<file path="src/rtl/ktk_pkg.sv">
`default_nettype none

package ktk_pkg;

    // table geometry and field widths
    localparam int DEPTH       = 10;
    localparam int KEY_BITS    = 16;
    localparam int SCORE_BITS  = 24;
    localparam int STATUS_BITS = 2;
    localparam int RANK_BITS   = 4;
    // wide enough to hold every position plus the not-held code DEPTH
    localparam int RANK_W      = $clog2(DEPTH + 1);

    typedef logic [KEY_BITS-1:0]   key_t;
    typedef logic [SCORE_BITS-1:0] score_t;
    typedef logic [RANK_W-1:0]     rank_t;
    typedef logic [DEPTH-1:0]      row_t;

    // result status codes
    typedef enum logic [STATUS_BITS-1:0] {
        ST_INSERTED  = 2'd0,
        ST_RAISED    = 2'd1,
        ST_UNCHANGED = 2'd2,
        ST_REJECTED  = 2'd3
    } status_t;

    // sequencer states
    typedef enum logic [1:0] {
        S_IDLE,
        S_EVAL,
        S_APPLY
    } state_t;

    // contents of one cell, handed to the next cell down
    typedef struct packed {
        logic   valid;
        key_t   key;
        score_t score;
    } entry_t;

    // per-cell update command
    typedef struct packed {
        logic take_new;
        logic shift;
    } cell_ctrl_t;

    // position of the set bit of a one-hot row, zero when the row is empty
    function automatic rank_t onehot_index(row_t v);
        rank_t r;
        r = '0;
        for (int i = 0; i < DEPTH; i++)
        begin
            if (v[i])
            begin
                r = r | rank_t'(i);
            end
        end
        return r;
    endfunction

endpackage

`default_nettype wire

</file>
<file path="src/rtl/ktk_in_if.sv">
`default_nettype none

interface ktk_in_if;
    import ktk_pkg::*;

    logic   valid;
    logic   ready;
    key_t   player_key;
    score_t new_score;

    modport source (output valid, output player_key, output new_score, input ready);
    modport sink   (input valid, input player_key, input new_score, output ready);
endinterface

`default_nettype wire

</file>
<file path="src/rtl/ktk_out_if.sv">
`default_nettype none

interface ktk_out_if;
    import ktk_pkg::*;

    logic                   valid;
    logic                   ready;
    logic [STATUS_BITS-1:0] status;
    logic [RANK_BITS-1:0]   rank;

    modport source (output valid, output status, output rank, input ready);
    modport sink   (input valid, input status, input rank, output ready);
endinterface

`default_nettype wire

</file>
<file path="src/rtl/ktk_cell.sv">
`default_nettype none

module ktk_cell (
    input  wire logic                clk,
    input  wire logic                rst_n,
    input  wire ktk_pkg::key_t       probe_key,
    input  wire ktk_pkg::score_t     probe_score,
    input  wire ktk_pkg::entry_t     prev_entry,
    input  wire ktk_pkg::cell_ctrl_t ctrl,
    output ktk_pkg::entry_t          cur_entry,
    output logic                     match,
    output logic                     ge
);
    import ktk_pkg::*;

    logic   valid_reg;
    logic   valid_next;
    key_t   key_reg;
    key_t   key_next;
    score_t score_reg;
    score_t score_next;

    // compare stored entry against the probe
    assign match = valid_reg && (key_reg == probe_key);
    assign ge    = valid_reg && (score_reg >= probe_score);

    // take the probe, take the neighbor above, or hold
    always_comb
    begin
        priority if (ctrl.take_new)
        begin
            valid_next = 1'b1;
            key_next   = probe_key;
            score_next = probe_score;
        end
        else if (ctrl.shift)
        begin
            valid_next = prev_entry.valid;
            key_next   = prev_entry.key;
            score_next = prev_entry.score;
        end
        else
        begin
            valid_next = valid_reg;
            key_next   = key_reg;
            score_next = score_reg;
        end
    end

    // occupancy flag
    always_ff @(posedge clk or negedge rst_n)
    begin
        if (!rst_n)
        begin
            valid_reg <= 1'b0;
        end
        else
        begin
            valid_reg <= valid_next;
        end
    end

    // key and score storage
    always_ff @(posedge clk)
    begin
        key_reg   <= key_next;
        score_reg <= score_next;
    end

    assign cur_entry = '{valid: valid_reg, key: key_reg, score: score_reg};

endmodule

`default_nettype wire

</file>
<file path="src/rtl/keyed_top_k_score_table.sv">
`default_nettype none

// Keyed top-K score table: holds up to ktk_pkg::DEPTH key/score entries in
// descending score order in a row of cells. Each transfer on in_ch offers a
// key and a score and yields one transfer on out_ch with a status and the
// key's final rank. Each item passes an evaluate state, in which every cell
// compares its entry against the offered key and score, then an apply state,
// in which the row shifts by one place where needed and the result is
// registered; the next item is accepted as the apply state fires. The cell
// update waits while a previous result has not been taken.
module keyed_top_k_score_table (
    input  wire logic  clk,
    input  wire logic  rst_n,
    ktk_in_if.sink     in_ch,
    ktk_out_if.source  out_ch
);
    import ktk_pkg::*;

    state_t     state_reg;
    state_t     state_next;
    key_t       probe_key_reg;
    score_t     probe_score_reg;
    row_t       match_reg;
    row_t       ge_reg;
    logic       out_valid_reg;
    status_t    status_reg;
    status_t    status_next;
    rank_t      rank_reg;
    rank_t      rank_next;

    logic       in_xfer;
    logic       advance;
    logic       apply_fire;
    logic       do_raise;
    logic       do_insert;
    row_t       match_row;
    row_t       ge_row;
    row_t       valid_row;
    row_t       boundary;
    entry_t     entries [DEPTH];
    cell_ctrl_t ctrls   [DEPTH];
    logic [RANK_W+RANK_BITS-1:0] rank_ext;

    // handshake
    assign advance    = !out_valid_reg || out_ch.ready;
    assign apply_fire = (state_reg == S_APPLY) && advance;
    assign in_ch.ready = (state_reg == S_IDLE) || apply_fire;
    assign in_xfer    = in_ch.valid && in_ch.ready;

    // next state
    always_comb
    begin
        state_next = state_reg;
        unique case (state_reg)
            S_IDLE:
            begin
                if (in_xfer)
                begin
                    state_next = S_EVAL;
                end
            end
            S_EVAL:
            begin
                state_next = S_APPLY;
            end
            S_APPLY:
            begin
                if (apply_fire)
                begin
                    state_next = in_xfer ? S_EVAL : S_IDLE;
                end
            end
            default:
            begin
                state_next = S_IDLE;
            end
        endcase
    end

    always_ff @(posedge clk or negedge rst_n)
    begin
        if (!rst_n)
        begin
            state_reg <= S_IDLE;
        end
        else
        begin
            state_reg <= state_next;
        end
    end

    // probe latch and compare flags
    always_ff @(posedge clk)
    begin
        if (in_xfer)
        begin
            probe_key_reg   <= in_ch.player_key;
            probe_score_reg <= in_ch.new_score;
        end
        if (state_reg == S_EVAL)
        begin
            match_reg <= match_row;
            ge_reg    <= ge_row;
        end
    end

    // insertion point: first cell that is empty or scores below the probe
    always_comb
    begin
        for (int i = 0; i < DEPTH; i++)
        begin
            if (i == 0)
            begin
                boundary[i] = !ge_reg[i];
            end
            else
            begin
                boundary[i] = ge_reg[i-1] && !ge_reg[i];
            end
        end
    end

    // decode the operation and the result
    always_comb
    begin
        do_raise    = 1'b0;
        do_insert   = 1'b0;
        priority if (|(match_reg & ge_reg))
        begin
            status_next = ST_UNCHANGED;
            rank_next   = onehot_index(match_reg);
        end
        else if (|match_reg)
        begin
            do_raise    = 1'b1;
            status_next = ST_RAISED;
            rank_next   = onehot_index(boundary);
        end
        else if (|boundary)
        begin
            do_insert   = 1'b1;
            status_next = ST_INSERTED;
            rank_next   = onehot_index(boundary);
        end
        else
        begin
            status_next = ST_REJECTED;
            rank_next   = rank_t'(DEPTH);
        end
    end

    // row of cells
    for (genvar g = 0; g < DEPTH; g++)
    begin : g_cell
        entry_t prev_entry;
        logic   upto_match;

        // cell sits at or above the matched entry
        assign upto_match = |(match_reg >> g);

        if (g == 0)
        begin : g_head
            assign prev_entry = '0;
            assign ctrls[g].shift = 1'b0;
        end
        else
        begin : g_body
            assign prev_entry = entries[g-1];
            assign ctrls[g].shift = apply_fire && !ge_reg[g-1]
                                  && (do_insert || (do_raise && upto_match));
        end
        assign ctrls[g].take_new = apply_fire && boundary[g] && (do_insert || do_raise);

        ktk_cell u_cell (
            .clk         (clk),
            .rst_n       (rst_n),
            .probe_key   (probe_key_reg),
            .probe_score (probe_score_reg),
            .prev_entry  (prev_entry),
            .ctrl        (ctrls[g]),
            .cur_entry   (entries[g]),
            .match       (match_row[g]),
            .ge          (ge_row[g])
        );

        assign valid_row[g] = entries[g].valid;
    end

    // result register
    always_ff @(posedge clk or negedge rst_n)
    begin
        if (!rst_n)
        begin
            out_valid_reg <= 1'b0;
        end
        else if (apply_fire)
        begin
            out_valid_reg <= 1'b1;
        end
        else if (out_ch.ready)
        begin
            out_valid_reg <= 1'b0;
        end
    end

    always_ff @(posedge clk)
    begin
        if (apply_fire)
        begin
            status_reg <= status_next;
            rank_reg   <= rank_next;
        end
    end

    assign rank_ext      = {{RANK_BITS{1'b0}}, rank_reg};
    assign out_ch.valid  = out_valid_reg;
    assign out_ch.status = status_reg;
    assign out_ch.rank   = rank_ext[RANK_BITS-1:0];

    // checks
    a_accept_to_eval: assert property (@(posedge clk) disable iff (!rst_n)
        in_xfer |=> (state_reg == S_EVAL))
        else $error("accepted item did not enter compare cycle");

    a_ge_prefix: assert property (@(posedge clk) disable iff (!rst_n)
        (state_reg == S_APPLY) |-> ((ge_reg & (ge_reg + row_t'(1))) == '0))
        else $error("score compare flags are not a prefix");

    a_single_match: assert property (@(posedge clk) disable iff (!rst_n)
        (state_reg == S_APPLY) |-> $onehot0(match_reg))
        else $error("key held in more than one cell");

    a_valid_prefix: assert property (@(posedge clk) disable iff (!rst_n)
        (valid_row & (valid_row + row_t'(1))) == '0)
        else $error("valid entries do not form a prefix");

endmodule

`default_nettype wire

</file>
<file path="src/flat_wrapper.sv">
// flat-port wrapper written by rule: the top's interface ports become plain ports
module keyed_top_k_score_table_flat import ktk_pkg::*;
  (clk, rst_n, in_ch_valid, in_ch_player_key, in_ch_new_score, in_ch_ready, out_ch_valid, out_ch_status, out_ch_rank, out_ch_ready);
  ktk_in_if in_ch_i ();
  ktk_out_if out_ch_i ();
  input  wire logic clk;
  input  wire logic rst_n;
  input wire logic [$bits(in_ch_i.valid)-1:0] in_ch_valid;
  input wire logic [$bits(in_ch_i.player_key)-1:0] in_ch_player_key;
  input wire logic [$bits(in_ch_i.new_score)-1:0] in_ch_new_score;
  output wire logic [$bits(in_ch_i.ready)-1:0] in_ch_ready;
  output wire logic [$bits(out_ch_i.valid)-1:0] out_ch_valid;
  output wire logic [$bits(out_ch_i.status)-1:0] out_ch_status;
  output wire logic [$bits(out_ch_i.rank)-1:0] out_ch_rank;
  input wire logic [$bits(out_ch_i.ready)-1:0] out_ch_ready;
  assign in_ch_i.valid = in_ch_valid;
  assign in_ch_i.player_key = in_ch_player_key;
  assign in_ch_i.new_score = in_ch_new_score;
  assign in_ch_ready = in_ch_i.ready;
  assign out_ch_valid = out_ch_i.valid;
  assign out_ch_status = out_ch_i.status;
  assign out_ch_rank = out_ch_i.rank;
  assign out_ch_i.ready = out_ch_ready;
  keyed_top_k_score_table u_core (.clk(clk), .rst_n(rst_n), .in_ch(in_ch_i), .out_ch(out_ch_i));
endmodule
</file>
<file path="config.mk">
export PLATFORM = sky130hd
export DESIGN_NAME = keyed_top_k_score_table_flat
export DESIGN_NICKNAME = d
export VERILOG_FILES = /design/src/rtl/ktk_pkg.sv /design/src/rtl/ktk_in_if.sv /design/src/rtl/ktk_out_if.sv /design/src/rtl/ktk_cell.sv /design/src/rtl/keyed_top_k_score_table.sv /design/src/flat_wrapper.sv
export SDC_FILE = /design/constraint.sdc
export NUM_CORES = 1
export LEC_CHECK = 0
export BUFFER_PORTS_ARGS = -buffer_cell sky130_fd_sc_hd__buf_2
export CAP_MARGIN = 20
export CORE_MARGIN = 2
export CORE_UTILIZATION = 53
export DETAILED_ROUTE_END_ITERATION = 8
export MAX_ROUTING_LAYER = met4
export PLACE_DENSITY_LB_ADDON = 0.25
export SKIP_CTS_REPAIR_TIMING = 1
export SLEW_MARGIN = 0
export SYNTH_ARGS = -nofsm -noshare
export SYNTH_HDL_FRONTEND = slang
export SYNTH_HIERARCHICAL = 1
export SYNTH_SLANG_ARGS = --single-unit
</file>
<file path="constraint.sdc">
create_clock -name clk -period 2.7 [get_ports clk]
set_input_delay 0.135 -clock clk [delete_from_list [all_inputs] [get_ports clk]]
set_output_delay 0.135 -clock clk [all_outputs]
set_load 0.02 [all_outputs]
</file>
Word-level counts from Yosys, hierarchy flattened. Index checks and enable logic that the tools add are counted.

Flip-flop bits (word level): 479. Bits in latches: 0. RAM bits: 0. ROM bits: 0. Output and inout bits: 8. Word-level logic and storage cells: 274. Memories: 0.

$add $sub $neg: 0. Multipliers: 0. Divide/modulo/power cells: 0. Magnitude comparators: 10. Equality and inequality tests: 14. Shift-type cells: 0. Mux-type cells: 88. Bitwise operators: 1. Reductions and logical operators: 123.

Operator list (number): $mux 24 (18); $mux 16 (18); $ge 24x24->1 (10); $eq 16x16->1 (10); $logic_and 1x1->1 (77); $reduce_or 10->1 (3); $mux 1 (28); $mux 4 (7); $mux 3 (8); $reduce_bool 2->1 (10); $mux 2 (8); $logic_or 1x1->1 (12); $logic_not 1->1 (11); $and 10x10->10 (1); $reduce_or 9->1 (1); $reduce_or 8->1 (1); $reduce_or 7->1 (1); $pmux 2 s3 (1); $reduce_or 6->1 (1); $reduce_or 5->1 (1); $ne 2x1->1 const B (2); $reduce_or 4->1 (1); $reduce_or 3->1 (1); $eq 2x1->1 const B (1); 4 further kinds (4).

Logic depth before layout (Yosys ltp).
Depth after elaboration: 14. Mapped depth: 9.

By module. The synthesis kept the hierarchy.

By module, submodules not included: ktk_cell (instances 10, cells each 194, area an instance 2502.4 um^2, sequential area each 1226.2 um^2); keyed_top_k_score_table (instances 1, cells each 160, area an instance 2718.9 um^2, sequential area each 2057.0 um^2).

Worst setup path before layout. OpenSTA, ideal clock, no wires.

Kind: register to register. Start: register u_core.out_valid_reg (netlist: u_core/out_ch.valid). End: register u_core.g_cell[1].u_cell.key_reg[0] (enable). Arrival time: 2359 ps. Setup slack: -38 ps. Stages on the path, launching flop included: 10. Path buffers: 3. Path through: dfrtp_1 > nand2b_1 > nand2b_4 > inv_1 > nand3_4 > buf_6 > nor3_1 > clkbuf_1 > buf_2 > or2_2.

RTL lines: from (decl) (RTL line keyed_top_k_score_table.sv:25) `logic out_valid_reg;`; from (signal assigned) (RTL line keyed_top_k_score_table.sv:194) `out_valid_reg <= 1'b0;`; from (signal assigned) (RTL line keyed_top_k_score_table.sv:198) `out_valid_reg <= 1'b1;`; from (signal assigned) (RTL line keyed_top_k_score_table.sv:202) `out_valid_reg <= 1'b0;`; to (signal assigned) (RTL line ktk_cell.sv:66) `key_reg <= key_next;`; to (decl) (RTL line ktk_cell.sv:18) `key_t key_reg;`.

Worst setup path after layout.
Start: register u_core.probe_score_reg[23]. End: register u_core.ge_reg[0], data pin.

Longest elaborated chain between the ends: 2.

RTL lines: from (decl) (RTL line keyed_top_k_score_table.sv:22) `score_t probe_score_reg;`; from (signal assigned) (RTL line keyed_top_k_score_table.sv:98) `probe_score_reg <= in_ch.new_score;`; $ge 24x24->1 (RTL line ktk_cell.sv:25) `assign ge = valid_reg && (score_reg >= probe_score);`; $logic_and 1x1->1 (RTL line ktk_cell.sv:25); net u_core.ge_row[0] (RTL line keyed_top_k_score_table.sv:37) `row_t ge_row;`; to (signal assigned) (RTL line keyed_top_k_score_table.sv:103) `ge_reg <= ge_row;`; to (decl) (RTL line keyed_top_k_score_table.sv:24) `row_t ge_reg;`.

The timed path passes the listed nets, and every way through them passes these cells. A chain may end at the register's enable or synchronous reset.

==> results.json <==
{
  "status": "finished with violations",
  "violations": "negative setup slack",
  "post-route-period-util_pct": 101,
  "rows": 83,
  "worstMarginPinSlew_ps": 859,
  "die_h_um": 233,
  "die_w_um": 233,
  "clockPowerShare_pct": 38.5,
  "worstPathArrival_ps": 3020,
  "fin_crit_ps": 2730,
  "cts_tree": "built",
  "dp_slack_ps": -157,
  "power.internal_mw": 13.2,
  "areaGrowthSynthToFinish_pct": 15.5,
  "dp_cells": 2881,
  "rsz0062_at_grt": "yes",
  "reg2reg_depth": 6,
  "grt_antenna_before_repair": 1,
  "cp-start-kind": "flop",
  "critPathKind": "reg -> reg",
  "peakVddDrop_uv": 616,
  "track_usage_pct": 20.4,
  "setup_viol": 5,
  "place_area_um2": 29400,
  "grt_max_degree": 42,
  "clock_sinks": 479,
  "grt_pass1_vias": 16800,
  "power_frac_comb_pct": 10.8,
  "clk_latency_ps": 590,
  "cts_buffers": 50,
  "antenna_left": 0,
  "fin_cells": 3053,
  "p_leak_nw": 12.6,
  "p_seq_share_pct": 50.7,
  "drv_slew": 0,
  "clock_skew_ps": 14.3,
  "cp-end-kind": "flop",
  "start_util_pct": 53.8,
  "switchingPower_mw": 4.16,
  "wl_per_cell_um": 19.2,
  "fmax_ghz": 0.366,
  "hpwl_um": 40000,
  "synthesis.area_um2": 27700,
  "wl_um": 58800,
  "path_max_fanout": 11,
  "coreArea_um2": 51500,
  "insertedDiodeCount": 0,
  "slowest_delay_ps": 760,
  "io_buffers": 51,
  "finalInstanceArea_um2": 32000,
  "p_per_area_nw_per_um2": 543,
  "slew_headroom_pct": 42.2,
  "largest_reg_flops": 240,
  "netSwitchingFraction_pct": 23.9,
  "clkTransAtPathRegs_ps": 60,
  "final-hold-violation-count": 0,
  "drc": 0,
  "syn_area_per_cell_um2": 13.2,
  "worstPathRequired_ps": 2990,
  "place_congestion": 0.991,
  "final_util_pct": 62.2,
  "yosysWarningCount": 6,
  "cp_slowest_cell": "edfxtp_1",
  "viasPerCell": 5.55,
  "grt-ovfl-total": 0,
  "tns_ps": -58.5,
  "cts_max_path_buffers": 3,
  "die-area_um2": 54200,
  "cap_viol_max_count": 0,
  "cts_max_level": 2,
  "cts-root-buf": "clkbuf_16",
  "drtIter0Drc": 962,
  "drive_gt1_share_pct": 28.6,
  "fin_nets": 2621,
  "firstDrtPassIters": 6,
  "hold_path_class": "in -> async",
  "io_pins": 52,
  "num_vias": 17000,
  "post-route-worst-setup-slack_ps": -31.9,
  "grt_pass1_wl_um": 85800,
  "netlist_instances": 2099,
  "hold_slack_ps": 23.2,
  "cp_cell_sequence": "inv_1, ha_1, nand4_1, nor2_1, a222oi_1, a21boi_1",
  "total_power_mw": 17.4
}
[routing by layer]
metal / share of wire, % / global-route usage [%]
met5: 0 / -
met4: 2.9 / 6.53
met3: 4.0 / 3.00
met2: 47 / 33.7
met1: 46 / 26.0
[critical path, delay by kind of cell, from the launching register on]
family	cells	cell delay (ps)
adder cells (fa/ha/maj)	1	360
AND/OR/NAND/NOR	2	320
AO/OA/AOI/OAI	2	880
buffers and inverters	1	120
flip-flops	1	760
[power by group through the flow]
stage	registers [mW]	logic, mW	clock network, mW
after floorplan	8.86	1.20	0
after global placement	9.01	1.54	0
after detailed placement	9.04	1.62	0
after CTS	8.88	1.64	6.83
after global routing	8.87	2.09	7.09
final	8.82	1.88	6.70
[worst paths after layout]
path | startpoint | to | slack [ps]
max | u_core/probe_score_reg[23] | u_core/ge_reg[0] | -30
min | rst_n | u_core/g_cell[4].u_cell/valid_reg | 20
max reg2reg | u_core/probe_score_reg[23] | u_core/ge_reg[0] | -30
min reg2reg | u_core/g_cell[1].u_cell/valid_reg | u_core/g_cell[2].u_cell/valid_reg | 540
max in group asynchronous | rst_n | u_core/g_cell[3].u_cell/valid_reg | 2390
min in group clk | in_ch_new_score[23] | u_core/probe_score_reg[23] | 260
[final cells by class]
class	count	area [um^2]
fill	3844	19500
sequential	479	14300
multi-input combinational	1365	12500
timing repair buffer	199	1850
clock buffer	67	1340
inverter	242	908
tap	680	851
clock inverter	21	236
[cells in the final DEF (no fill, tap or decap), types with 11 or more instances in the layout]
master,instances
edfxtp_1,466
mux2_2,400
inv_1,242
ha_1,240
xnor2_1,120
a21oi_1,81
nand2_1,76
buf_4,68
clkbuf_16,55
nand4_1,53
buf_2,51
conb_1,44
dlygate4sd3_1,43
xor2_1,40
nor2_1,39
a21o_1,30
nor4_1,23
a211o_1,20
buf_12,19
nand2b_1,19
o21ai_0,19
clkbuf_1,16
nor2b_1,14
nor4_4,13
dfrtp_1,13
nand3_1,11
or3_1,11
Power figures use the tool's default switching activity.
